File: src/rtl/bap_pkg.sv
// ---------------------------------------------------------------------------
// bap_pkg
// Types, constants and helpers shared by the bit-aligned pattern search.
// ---------------------------------------------------------------------------
package bap_pkg;

   localparam int PAT_W     = 64;                  // longest pattern compared
   localparam int LANES     = 8;                   // alignments per byte
   localparam int WIN_BYTES = PAT_W / 8 + 2;
   localparam int WIN_W     = WIN_BYTES * 8;
   localparam int EXT_W     = WIN_W + PAT_W;       // window padded below with zeros
   localparam int SLICE_W   = PAT_W + LANES - 1;
   localparam int BIT_W     = 20;                  // track bit offset width
   localparam int IDX_W     = BIT_W - 2;           // byte index width
   localparam int LEN_W     = 7;
   localparam int KB_W      = 4;
   localparam int SEL_W     = 8;
   localparam int SW        = 21;                  // signed width for byte math
   localparam int ALIGN_W   = 3;

   localparam logic [IDX_W-1:0] IDX_MAX = {IDX_W{1'b1}};

   localparam int CSR_IDX_W = 3;
   localparam logic [CSR_IDX_W-1:0] CSR_PATTERN      = 3'd0;
   localparam logic [CSR_IDX_W-1:0] CSR_PATTERN_BITS = 3'd1;
   localparam logic [CSR_IDX_W-1:0] CSR_START_BIT    = 3'd2;
   localparam logic [CSR_IDX_W-1:0] CSR_TRACK_BITS   = 3'd3;
   localparam logic [CSR_IDX_W-1:0] CSR_SEARCH_BITS  = 3'd4;

   typedef struct packed {
      logic [7:0] data_byte;
      logic       first_byte;
   } bap_req_type;

   typedef struct packed {
      logic             found;
      logic [BIT_W-1:0] match_bit;
      logic             done_res;
   } bap_rsp_type;

   // what the lanes found for one word, handed to the merge stage
   typedef struct packed {
      logic             first;
      logic             ok;      // candidate byte checked in this word
      logic             last;    // no candidate byte follows
      logic [LANES-1:0] hits;
      logic [IDX_W-1:0] c;
   } bap_eval_type;

   function automatic logic bap_elig(input logic signed [SW-1:0] x,
                                     input logic signed [SW-1:0] sb,
                                     input logic signed [SW-1:0] tsz,
                                     input logic signed [SW-1:0] wsz);
      logic r;
      r = (x == sb) || ((x > sb) && (x < tsz) && ((x - sb) < wsz));
      return r;
   endfunction

endpackage

File: src/rtl/bap_lane.sv
// ---------------------------------------------------------------------------
// bap_lane
// One alignment: masked compare of the left-aligned pattern to a window slice.
// ---------------------------------------------------------------------------
module bap_lane
   import bap_pkg::*;
(
   input  logic [PAT_W-1:0] win_bits,
   input  logic [PAT_W-1:0] pat_bits,
   input  logic [PAT_W-1:0] mask_bits,
   output logic             hit
);

   assign hit = ~|((win_bits ^ pat_bits) & mask_bits);

endmodule

File: src/rtl/bap_merge.sv
// ---------------------------------------------------------------------------
// bap_merge
// Picks the lowest matching alignment, tracks the search state and holds
// the result register.
// ---------------------------------------------------------------------------
module bap_merge
   import bap_pkg::*;
(
   input  logic         clock,
   input  logic         reset,
   input  logic         load,
   input  logic         in_valid,
   input  bap_eval_type eval,
   output logic         rsp_valid,
   output bap_rsp_type  rsp_data
);

   logic               rsp_valid_ff;
   bap_rsp_type        rsp_data_ff;
   logic               searching_ff;
   logic               searching_in;
   logic               base;
   logic               any_hit;
   logic               found_w;
   logic               done_w;
   logic [ALIGN_W-1:0] pos;
   bap_rsp_type        res;

   always_comb begin
      base    = eval.first | searching_ff;
      any_hit = |eval.hits;
      pos     = '0;
      for (int k = LANES - 1; k >= 0; k--) begin
         if (eval.hits[k]) begin
            pos = ALIGN_W'(k);
         end
      end
      found_w       = base & eval.ok & any_hit;
      done_w        = base & eval.ok & (any_hit | eval.last);
      res.found     = found_w;
      res.match_bit = found_w ? {eval.c[BIT_W-4:0], pos} : '0;
      res.done_res  = done_w;
      searching_in  = in_valid ? (base & ~done_w) : searching_ff;
   end

   always_ff @(posedge clock) begin
      if (reset) begin
         rsp_valid_ff <= 1'b0;
         searching_ff <= 1'b0;
      end else if (load) begin
         rsp_valid_ff <= in_valid;
         searching_ff <= searching_in;
      end
   end

   always_ff @(posedge clock) begin
      if (load) begin
         rsp_data_ff <= res;
      end
   end

   assign rsp_valid = rsp_valid_ff;
   assign rsp_data  = rsp_data_ff;

   a_found_is_done: assert property (@(posedge clock) disable iff (reset)
      (rsp_valid_ff && rsp_data_ff.found) |-> rsp_data_ff.done_res)
      else $error("match reported without done");

   a_done_stops: assert property (@(posedge clock) disable iff (reset)
      (load && in_valid && done_w) |=> !searching_ff)
      else $error("search still open after done");

endmodule

File: src/rtl/bit_aligned_pattern_search.sv
// ---------------------------------------------------------------------------
// bit_aligned_pattern_search
// Finds the first bit-aligned occurrence of a configured pattern in a track
// byte stream, checking eight alignments per byte in parallel lanes.
// ---------------------------------------------------------------------------
//   channel   direction  handshake          payload
//   req_      in         valid / stall      data_byte, first_byte
//   rsp_      out        valid / stall      found, match_bit, done_res
//   csr_      in         valid / ready      index, 64-bit write data
//
// one word in and one word out per cycle while rsp_stall is low; a word's
// result passes the window stage, lane compare stage and merge register
// reset is synchronous and clears the pipeline, the search state and the
// registers; stages advance independently so empty stages keep taking words
// while rsp_stall holds a finished result; csr writes are taken every cycle
// ---------------------------------------------------------------------------
module bit_aligned_pattern_search
   import bap_pkg::*;
(
   input  logic                 clock,
   input  logic                 reset,
   input  logic                 req_valid,
   output logic                 req_stall,
   input  bap_req_type          req_data,
   output logic                 rsp_valid,
   input  logic                 rsp_stall,
   output bap_rsp_type          rsp_data,
   input  logic                 csr_valid,
   output logic                 csr_ready,
   input  logic [CSR_IDX_W-1:0] csr_index,
   input  logic [63:0]          csr_data
);

   // configuration
   logic [63:0]      pattern_ff;
   logic [LEN_W-1:0] pattern_bits_ff;
   logic [19:0]      start_bit_ff;
   logic [20:0]      track_bits_ff;
   logic [20:0]      search_bits_ff;

   // window stage
   logic             v1_ff;
   logic             first1_ff;
   logic [WIN_W-1:0] win_ff;
   logic [IDX_W-1:0] idx_ff;

   // lane stage
   logic             v2_ff;
   bap_eval_type     eval_ff;
   bap_eval_type     eval_in;

   logic adv1;
   logic adv2;
   logic adv3;
   logic accept;

   logic [LEN_W-1:0]   len;
   logic [KB_W-1:0]    kb;
   logic [PAT_W-1:0]   pat_norm;
   logic [PAT_W-1:0]   pat_mask;
   logic [5:0]         pat_shift;
   logic [EXT_W-1:0]   ext_win;
   logic [SEL_W-1:0]   sel;
   logic [SLICE_W-1:0] slice;
   logic [LANES-1:0]   hits;
   logic [LANES-1:0]   align_mask;
   logic               have;
   logic [IDX_W-1:0]   c;
   logic [21:0]        track_sum;
   logic [21:0]        search_sum;
   logic [3:0]         len_bytes;
   logic signed [SW-1:0] c_s;
   logic signed [SW-1:0] c1_s;
   logic signed [SW-1:0] sb_s;
   logic signed [SW-1:0] tsz_s;
   logic signed [SW-1:0] wsz_s;

   assign csr_ready = 1'b1;

   always_ff @(posedge clock) begin
      if (reset) begin
         pattern_ff      <= '0;
         pattern_bits_ff <= LEN_W'(PAT_W);
         start_bit_ff    <= '0;
         track_bits_ff   <= '0;
         search_bits_ff  <= '0;
      end else if (csr_valid && csr_ready) begin
         case (csr_index)
            CSR_PATTERN:      pattern_ff      <= csr_data;
            CSR_PATTERN_BITS: pattern_bits_ff <= csr_data[LEN_W-1:0];
            CSR_START_BIT:    start_bit_ff    <= csr_data[19:0];
            CSR_TRACK_BITS:   track_bits_ff   <= csr_data[20:0];
            CSR_SEARCH_BITS:  search_bits_ff  <= csr_data[20:0];
            default: ;
         endcase
      end
   end

   // each stage moves when it is empty or the next one moves
   assign adv3      = ~rsp_valid | ~rsp_stall;
   assign adv2      = ~v2_ff | adv3;
   assign adv1      = ~v1_ff | adv2;
   assign req_stall = ~adv1;
   assign accept    = req_valid & adv1;

   // window stage: newest byte in the low byte, first_byte clears history
   always_ff @(posedge clock) begin
      if (reset) begin
         v1_ff     <= 1'b0;
         first1_ff <= 1'b0;
         win_ff    <= '0;
         idx_ff    <= '0;
      end else begin
         if (adv1) begin
            v1_ff <= req_valid;
         end
         if (accept) begin
            first1_ff <= req_data.first_byte;
            if (req_data.first_byte) begin
               win_ff <= {{(WIN_W-8){1'b0}}, req_data.data_byte};
               idx_ff <= '0;
            end else begin
               win_ff <= {win_ff[WIN_W-9:0], req_data.data_byte};
               if (idx_ff < IDX_MAX) begin
                  idx_ff <= idx_ff + 1'b1;
               end
            end
         end
      end
   end

   // pattern length clamp, left-aligned pattern and compare mask
   always_comb begin
      if (pattern_bits_ff == '0) begin
         len = LEN_W'(1);
      end else if (pattern_bits_ff > LEN_W'(PAT_W)) begin
         len = LEN_W'(PAT_W);
      end else begin
         len = pattern_bits_ff;
      end
      pat_shift = 6'(LEN_W'(PAT_W) - len);
      pat_norm  = pattern_ff << pat_shift;
      pat_mask  = {PAT_W{1'b1}} << pat_shift;
      kb        = KB_W'(({1'b0, len} + 8'd14) >> 3);
      ext_win   = {win_ff, {PAT_W{1'b0}}};
      sel       = SEL_W'({kb, 3'b000}) + SEL_W'(PAT_W - 1);
      slice     = ext_win[sel -: SLICE_W];
   end

   for (genvar i = 0; i < LANES; i++) begin : g_lane
      bap_lane u_lane (
         .win_bits  (slice[SLICE_W-1-i -: PAT_W]),
         .pat_bits  (pat_norm),
         .mask_bits (pat_mask),
         .hit       (hits[i])
      );
   end

   // candidate byte eligibility
   always_comb begin
      have       = idx_ff >= IDX_W'(kb - 1'b1);
      c          = idx_ff - IDX_W'(kb - 1'b1);
      c_s        = $signed(SW'(c));
      c1_s       = c_s + SW'(1);
      sb_s       = $signed(SW'(start_bit_ff[19:3]));
      track_sum  = {1'b0, track_bits_ff} + 22'd7;
      search_sum = {1'b0, search_bits_ff} + 22'd7;
      len_bytes  = 4'(({1'b0, len} + 8'd7) >> 3);
      tsz_s      = $signed(SW'(track_sum[21:3])) - $signed(SW'(len_bytes));
      wsz_s      = (search_bits_ff != '0) ? $signed(SW'(search_sum[21:3])) : tsz_s;
      align_mask = (c_s == sb_s) ? (8'hFF << start_bit_ff[2:0]) : 8'hFF;

      eval_in.first = first1_ff;
      eval_in.ok    = have & bap_elig(c_s, sb_s, tsz_s, wsz_s);
      eval_in.last  = ~bap_elig(c1_s, sb_s, tsz_s, wsz_s);
      eval_in.hits  = hits & align_mask;
      eval_in.c     = c;
   end

   always_ff @(posedge clock) begin
      if (reset) begin
         v2_ff <= 1'b0;
      end else if (adv2) begin
         v2_ff <= v1_ff;
      end
   end

   always_ff @(posedge clock) begin
      if (adv2) begin
         eval_ff <= eval_in;
      end
   end

   bap_merge u_merge (
      .clock     (clock),
      .reset     (reset),
      .load      (adv3),
      .in_valid  (v2_ff),
      .eval      (eval_ff),
      .rsp_valid (rsp_valid),
      .rsp_data  (rsp_data)
   );

   a_stall_only_full: assert property (@(posedge clock) disable iff (reset)
      req_stall |-> (v1_ff && v2_ff && rsp_valid))
      else $error("input stalled with an empty stage");

endmodule
File: config.mk
export PLATFORM = sky130hd
export DESIGN_NAME = bit_aligned_pattern_search
export DESIGN_NICKNAME = d
export VERILOG_FILES = /design/src/rtl/bap_pkg.sv /design/src/rtl/bap_lane.sv /design/src/rtl/bap_merge.sv /design/src/rtl/bit_aligned_pattern_search.sv
export SDC_FILE = /design/constraint.sdc
export NUM_CORES = 2
export LEC_CHECK = 0
export BUFFER_PORTS_ARGS = -buffer_cell sky130_fd_sc_hd__buf_2
export CAP_MARGIN = 20
export CELL_PAD_IN_SITES_DETAIL_PLACEMENT = 0
export CELL_PAD_IN_SITES_GLOBAL_PLACEMENT = 1
export CORE_UTILIZATION = 52
export DETAILED_ROUTE_END_ITERATION = 10
export PLACE_DENSITY = 0.95
export SLEW_MARGIN = 20
export SYNTH_ARGS = -nofsm -noshare
export SYNTH_HDL_FRONTEND = slang
export SYNTH_SLANG_ARGS = --single-unit
File: constraint.sdc
create_clock -name clock -period 15.3 [get_ports clock]
set_input_delay 0.765 -clock clock [delete_from_list [all_inputs] [get_ports clock]]
set_output_delay 0.765 -clock clock [all_outputs]
set_load 0.1 [all_outputs]
# Word level (Yosys, flattened, before mapping)
# Index checks and enable logic that the tools add are counted.
[op_classes] n_shift=4 n_eq_ne=6 n_addsub=13 reduce_logical=37 bitwise_logic=36 n_lt_le_gt_ge=9 n_mux=14
[op_table] cell="64-bit bitwise AND" count=8
[op_table] cell="64-bit OR reduction" count=8
[op_table] cell="64-bit XOR" count=8
[op_table] cell="214-bit by 9-bit indexed part select with 71-bit output" count=1
[op_table] cell="80-bit 2-to-1 mux" count=1
[op_table] cell="64-bit by 6-bit << shifter with 64-bit output" count=1
[op_table] cell="64-bit by 6-bit << shifter with 64-bit output (first input constant)" count=1
[op_table] cell="21-bit by 3-bit adder with 22-bit output (second input constant)" count=2
[op_table] cell="18-bit 2-to-1 mux" count=2
[op_table] cell="19-bit by 21-bit < comparator with 1-bit output" count=1
[op_table] cell="20-bit by 21-bit < comparator with 1-bit output" count=1
[op_table] cell="21-bit 2-to-1 mux" count=1
[op_table] cell="21-bit nonzero test" count=1
[op_table] cell="19-bit by 20-bit < comparator with 1-bit output" count=1
[op_table] cell="20-bit < comparator" count=1
[op_table] cell="19-bit by 17-bit subtractor with 20-bit output" count=1
[op_table] cell="19-bit by 4-bit subtractor with 20-bit output" count=1
[op_table] cell="18-bit by 1-bit adder with 19-bit output (second input constant)" count=1
[op_table] cell="19-bit by 17-bit == test with 1-bit output" count=1
[op_table] cell="19-bit by 17-bit > comparator with 1-bit output" count=1
[op_table] cell="18-bit by 17-bit subtractor with 19-bit output" count=1
[op_table] cell="18-bit by 1-bit adder with 18-bit output (second input constant)" count=1
[op_table] cell="18-bit == test" count=1
[op_table] cell="18-bit >= comparator" count=1
[op_table] cell="33 further kinds" count=72
[word_totals] elab_cells=142 out_inout_bits=25 input_bits=81 regBits=286

# Longest topological paths before layout
[logic_depth] ltp_word=12 depth_mapped=40 depth_no_buf=35

# Hierarchy
# From an unflattened synthesis, not the netlist that was laid out.
[unflattened] hier_cells=3682 area_unflattened_um2=29107.9
[by_module_without_submodules] module="bit_aligned_pattern_search" cells_each=2776 area_each_um2=21017.7 seq_area_each_um2=5475.3 instances=1
[by_module_without_submodules] module="bap_lane" cells_each=105 area_each_um2=885.8 seq_area_each_um2=0.0 instances=8
[by_module_without_submodules] module="bap_merge" cells_each=66 area_each_um2=1003.5 seq_area_each_um2=700.7 instances=1

# Worst setup path after synthesis
# OpenSTA, ideal clock, no wires.
[synth_timing] kind="register to register" startpoint="register pattern_bits_ff[6]" endpoint="register eval_ff[26] (netlist name), data pin" synth_period_minus_slack_ns=7.944 slack_ns=7.356 path_buffers=7 stages_incl_launch_ff=38 setup_ns=0.264 required_ns=15.036 t_arrival_ns=7.680 cell_sequence="dfxtp_1 > buf_2 > buf_2 > buf_2 > buf_2 > a21oi_1 > clkbuf_1 > clkbuf_1 > clkbuf_1 > nand3_1 > ha_1 > or3_1 > o21ai_0 > a21oi_1 > xor2_1 > and3_1 > nand2_1 > nor2_1 > [2 not listed] > ha_1 > or3_1 > o21ai_0 > o21bai_1 > a21oi_1 > xnor2_1 > ha_1 > a21o_1 > a21o_1 > a21oi_1 > nor2b_1 > o21ai_0 > nand3b_1 > o31ai_1 > nand4bb_1 > or3_1 > a21oi_1 > a211oi_1"
[synth_rtl] item="start, declared" line_no="bit_aligned_pattern_search.sv:36" rtl="logic [LEN_W-1:0] pattern_bits_ff;"
[synth_rtl] item="start signal, assigned" line_no="bit_aligned_pattern_search.sv:83" rtl="pattern_bits_ff <= LEN_W'(PAT_W);"
[synth_rtl] item="start signal, assigned" line_no="bit_aligned_pattern_search.sv:90" rtl="CSR_PATTERN_BITS: pattern_bits_ff <= csr_data[LEN_W-1:0];"
[synth_rtl] item="end signal, assigned" line_no="bit_aligned_pattern_search.sv:190" rtl="eval_ff <= eval_in;"
[synth_rtl] item="end, declared" line_no="bit_aligned_pattern_search.sv:49" rtl="bap_eval_type eval_ff;"

==> results.cfg <==
[clock_tree]
ctsRootBufferMaster = clkbuf_16
cts_resized = 0
clk_latency_ns = 0.67
clk_path_buf_depth = 3
cts_tree = done
cts_buffers = 31
clkTransAtPathRegs_ns = 0.07
post_cts_buffers = 0
cts_htree_levels = 1
clock_sinks = 285
ctsHoldBuffers = 0

[global_routing]
grt.overflow.total = 0
grt_pass1_vias = 37300
track_usage_pct = 51.8
antenna_found_initial = 11
grt_pass1_wl_mm = 266
grt_max_degree = 89

[sta]
hold_violations = 0
finalSetupViolCount = 0
fin_crit_ns = 9.70
skew_ns = 0.0493
drv_slew = 0
tns_ns = 0
final.period_utilization_pct = 63.4
rsz0062_at_grt = false
fmax_mhz = 103
slew_headroom_pct = 10.4
worstMarginPinSlew_ns = 1.34

[route]
via_count = 41600
drt-pass1-iter-count = 7
finalWirelength_mm = 187
drtIter0Drc = 7416
ant_nets = 0
drc_errors = 0
vias_per_cell = 7.39
avgRoutedWirePerCell_um = 33.2

[logic_synthesis]
synth_top_area_cell = dfxtp_1
yosysMostFrequentCell = nand2_1
synth-seq-cells = 285
synth_cells = 4792
ys_warn_count = 0
async_reset_ff_share_pct = 0
synth_top_area_share_pct = 13.3
synth.top_cells.by_area = dfxtp_1, xnor2_1, nand2_1
syn-num-nets = 5013
ys_seq_area_share_pct = 17.5
synth_common_cells = nand2_1, a21oi_1, xnor2_1
avgSynthCellArea_um2 = 7.38
synth_edf_count = 50
ys_types = 119
syn-cell-area_um2 = 35400
synth-main-ff-cell = dfxtp_1

[finish]
fin_nets = 4930
stdcell_area_um2 = 38000
fillers = 6457
area_growth_pct = 7.27
drive_gt1_share_pct = 11.1
multi_input_area_um2 = 27400
seq_area_um2 = 6210

[setup_path]
crit_top_cell = ha_1
critPathMaxStageDelay_ns = 0.90
end_kind = flop
rrSetupSlack_ns = 5.60
r2r-end = eval_ff[26]
start_kind = flop
criticalPathCategory = flop to flop
worstSetupEndpoint = eval_ff[26]
crit_required_ns = 15.67
timing.rr.start = pattern_bits_ff[1]
cp_slowest_cell = dfxtp_1
critPathArrivalTime_ns = 10.07
r2r_cells = 32
critical_path.startpoint = pattern_bits_ff[1]
crit_fanout = 24

[power]
p_comb_share_pct = 39.6
p_sw_share_pct = 40.8
power.leakage_nw = 14.1
power.internal_w = 0.00159
clock_power_share_pct = 30.6
power.density_nw_per_um2 = 70.9
power_switching_w = 0.00110
power_frac_seq_pct = 29.8
max-vdd-ir-drop_uv = 102

[die]
start_util_pct = 52.6
core_area_um2 = 67300
die_w_um = 263
ios = 106
die-area_um2 = 69100
fp.dieH_um = 263
row_count = 95

[outcome]
outcome = finished clean

[hold_path]
min_from = csr_data[59]
hp-class = primary input to flop
hold_depth = 3

[placement]
port_buffers = 104
dp_hpwl_mm = 136
place_area_um2 = 36800
place_congestion = 1.19

[flow_run]
max_cap_violations = 0
[through the flow]
step	power (W)	cells	hold WS, ns	worst slack, ns	utilization, %
after floorplan	0.00146	4792	0.408	7.36	-
after global placement	0.00181	5546	0.413	6.18	54.7
after detailed placement	0.00180	5546	0.423	5.93	54.7
final	0.00269	5620	0.324	5.60	56.4
after global routing	0.00275	5608	0.340	4.88	56.4
after CTS	0.00262	5604	0.319	5.87	56.3
[kinds of logic (layout without fill, tap and decap cells)]
logic type,count (synthesis),count (layout),synth area share [%]
compound gates,1472,1472,28.9
xor+xnor,556,556,13.8
fa+ha+maj,140,140,5.04
buf+inv,478,420,5.61
flops,285,285,17.5
mux,216,216,7.28
other cells,1,14,0.0106
simple gates,1644,1644,21.9
[power groups by stage]
stage	clock network [W]	registers, W	logic [W]
floorplan	0	0.000812	0.000648
finish	0.000824	0.000801	0.00107
detailed placement	0	0.000816	0.000988
global placement	0	0.000816	0.000992
global route	0.000857	0.000801	0.00110
CTS	0.000830	0.000799	0.000993
[cell type report]
cell class                 count  area share, %
multi-input combinational   4029           72.3
sequential                   285           16.4
timing repair buffer         265           4.58
tap                          873           2.88
clock buffer                  35           2.14
inverter                      97          0.966
clock inverter                23          0.725
antenna                       13         0.0857
[worst min-delay path by stage]
stage / endpoint / slack, ns
final: pattern_ff[59] / 0.32
after global routing: pattern_ff[59] / 0.34
after CTS: pattern_ff[59] / 0.32
after detailed placement: eval_ff[28] / 0.42
after global placement: eval_ff[28] / 0.41
after floorplan: eval_ff[28] / 0.41
[state kept, by name (all words and copies together), names as in the netlist]
name,flops
v2_ff,1
search_bits_ff,21
u_merge.searching_ff,1
start_bit_ff,20
first1_ff,1
win_ff,79
v1_ff,1
track_bits_ff,21
u_merge.rsp_valid,1
pattern_bits_ff,7
pattern_ff,64
idx_ff,18
u_merge.rsp_data,22
eval_ff,28
[cell usage in the layout (no fill, tap or decap), types with 32 or more instances in the layout]
cell	instances
a2111oi_0	41
a211oi_1	59
a21o_1	47
a21oi_1	422
a221oi_1	36
a22oi_1	51
a31oi_1	43
and2_1	36
and3_1	40
buf_2	103
buf_4	160
clkbuf_16	32
dfxtp_1	234
edfxtp_1	50
ha_1	134
inv_1	90
mux2_2	40
mux2i_1	146
nand2_1	689
nand3_1	114
nand4_1	70
nor2_1	303
nor2b_1	33
nor3_1	98
nor4_1	52
o211ai_1	73
o21ai_0	155
o221ai_1	42
o22ai_1	92
or3_1	35
xnor2_1	392
xor2_1	164
[critical path: cells and delay by family, from the launching register on]
kind / cells / cell delay (ns)
AOI/OAI and AO/OA: 11 / 2.06
xor gates and xnor gates: 2 / 0.70
adders and majority gates: 4 / 1.44
buffers and inverters: 1 / 0.20
DFF: 1 / 0.90
and+or+nand+nor: 14 / 4.10
[layer usage]
metal	wire length (µm)	global-route usage (%)	vias up
met5	74	0	-
met2	75300	74.9	3407
met3	28700	21.8	991
met4	15700	35.0	12
met1	66700	62.2	19500
li1	-	-	17600
No activity file was read; power rests on OpenSTA's default activity.
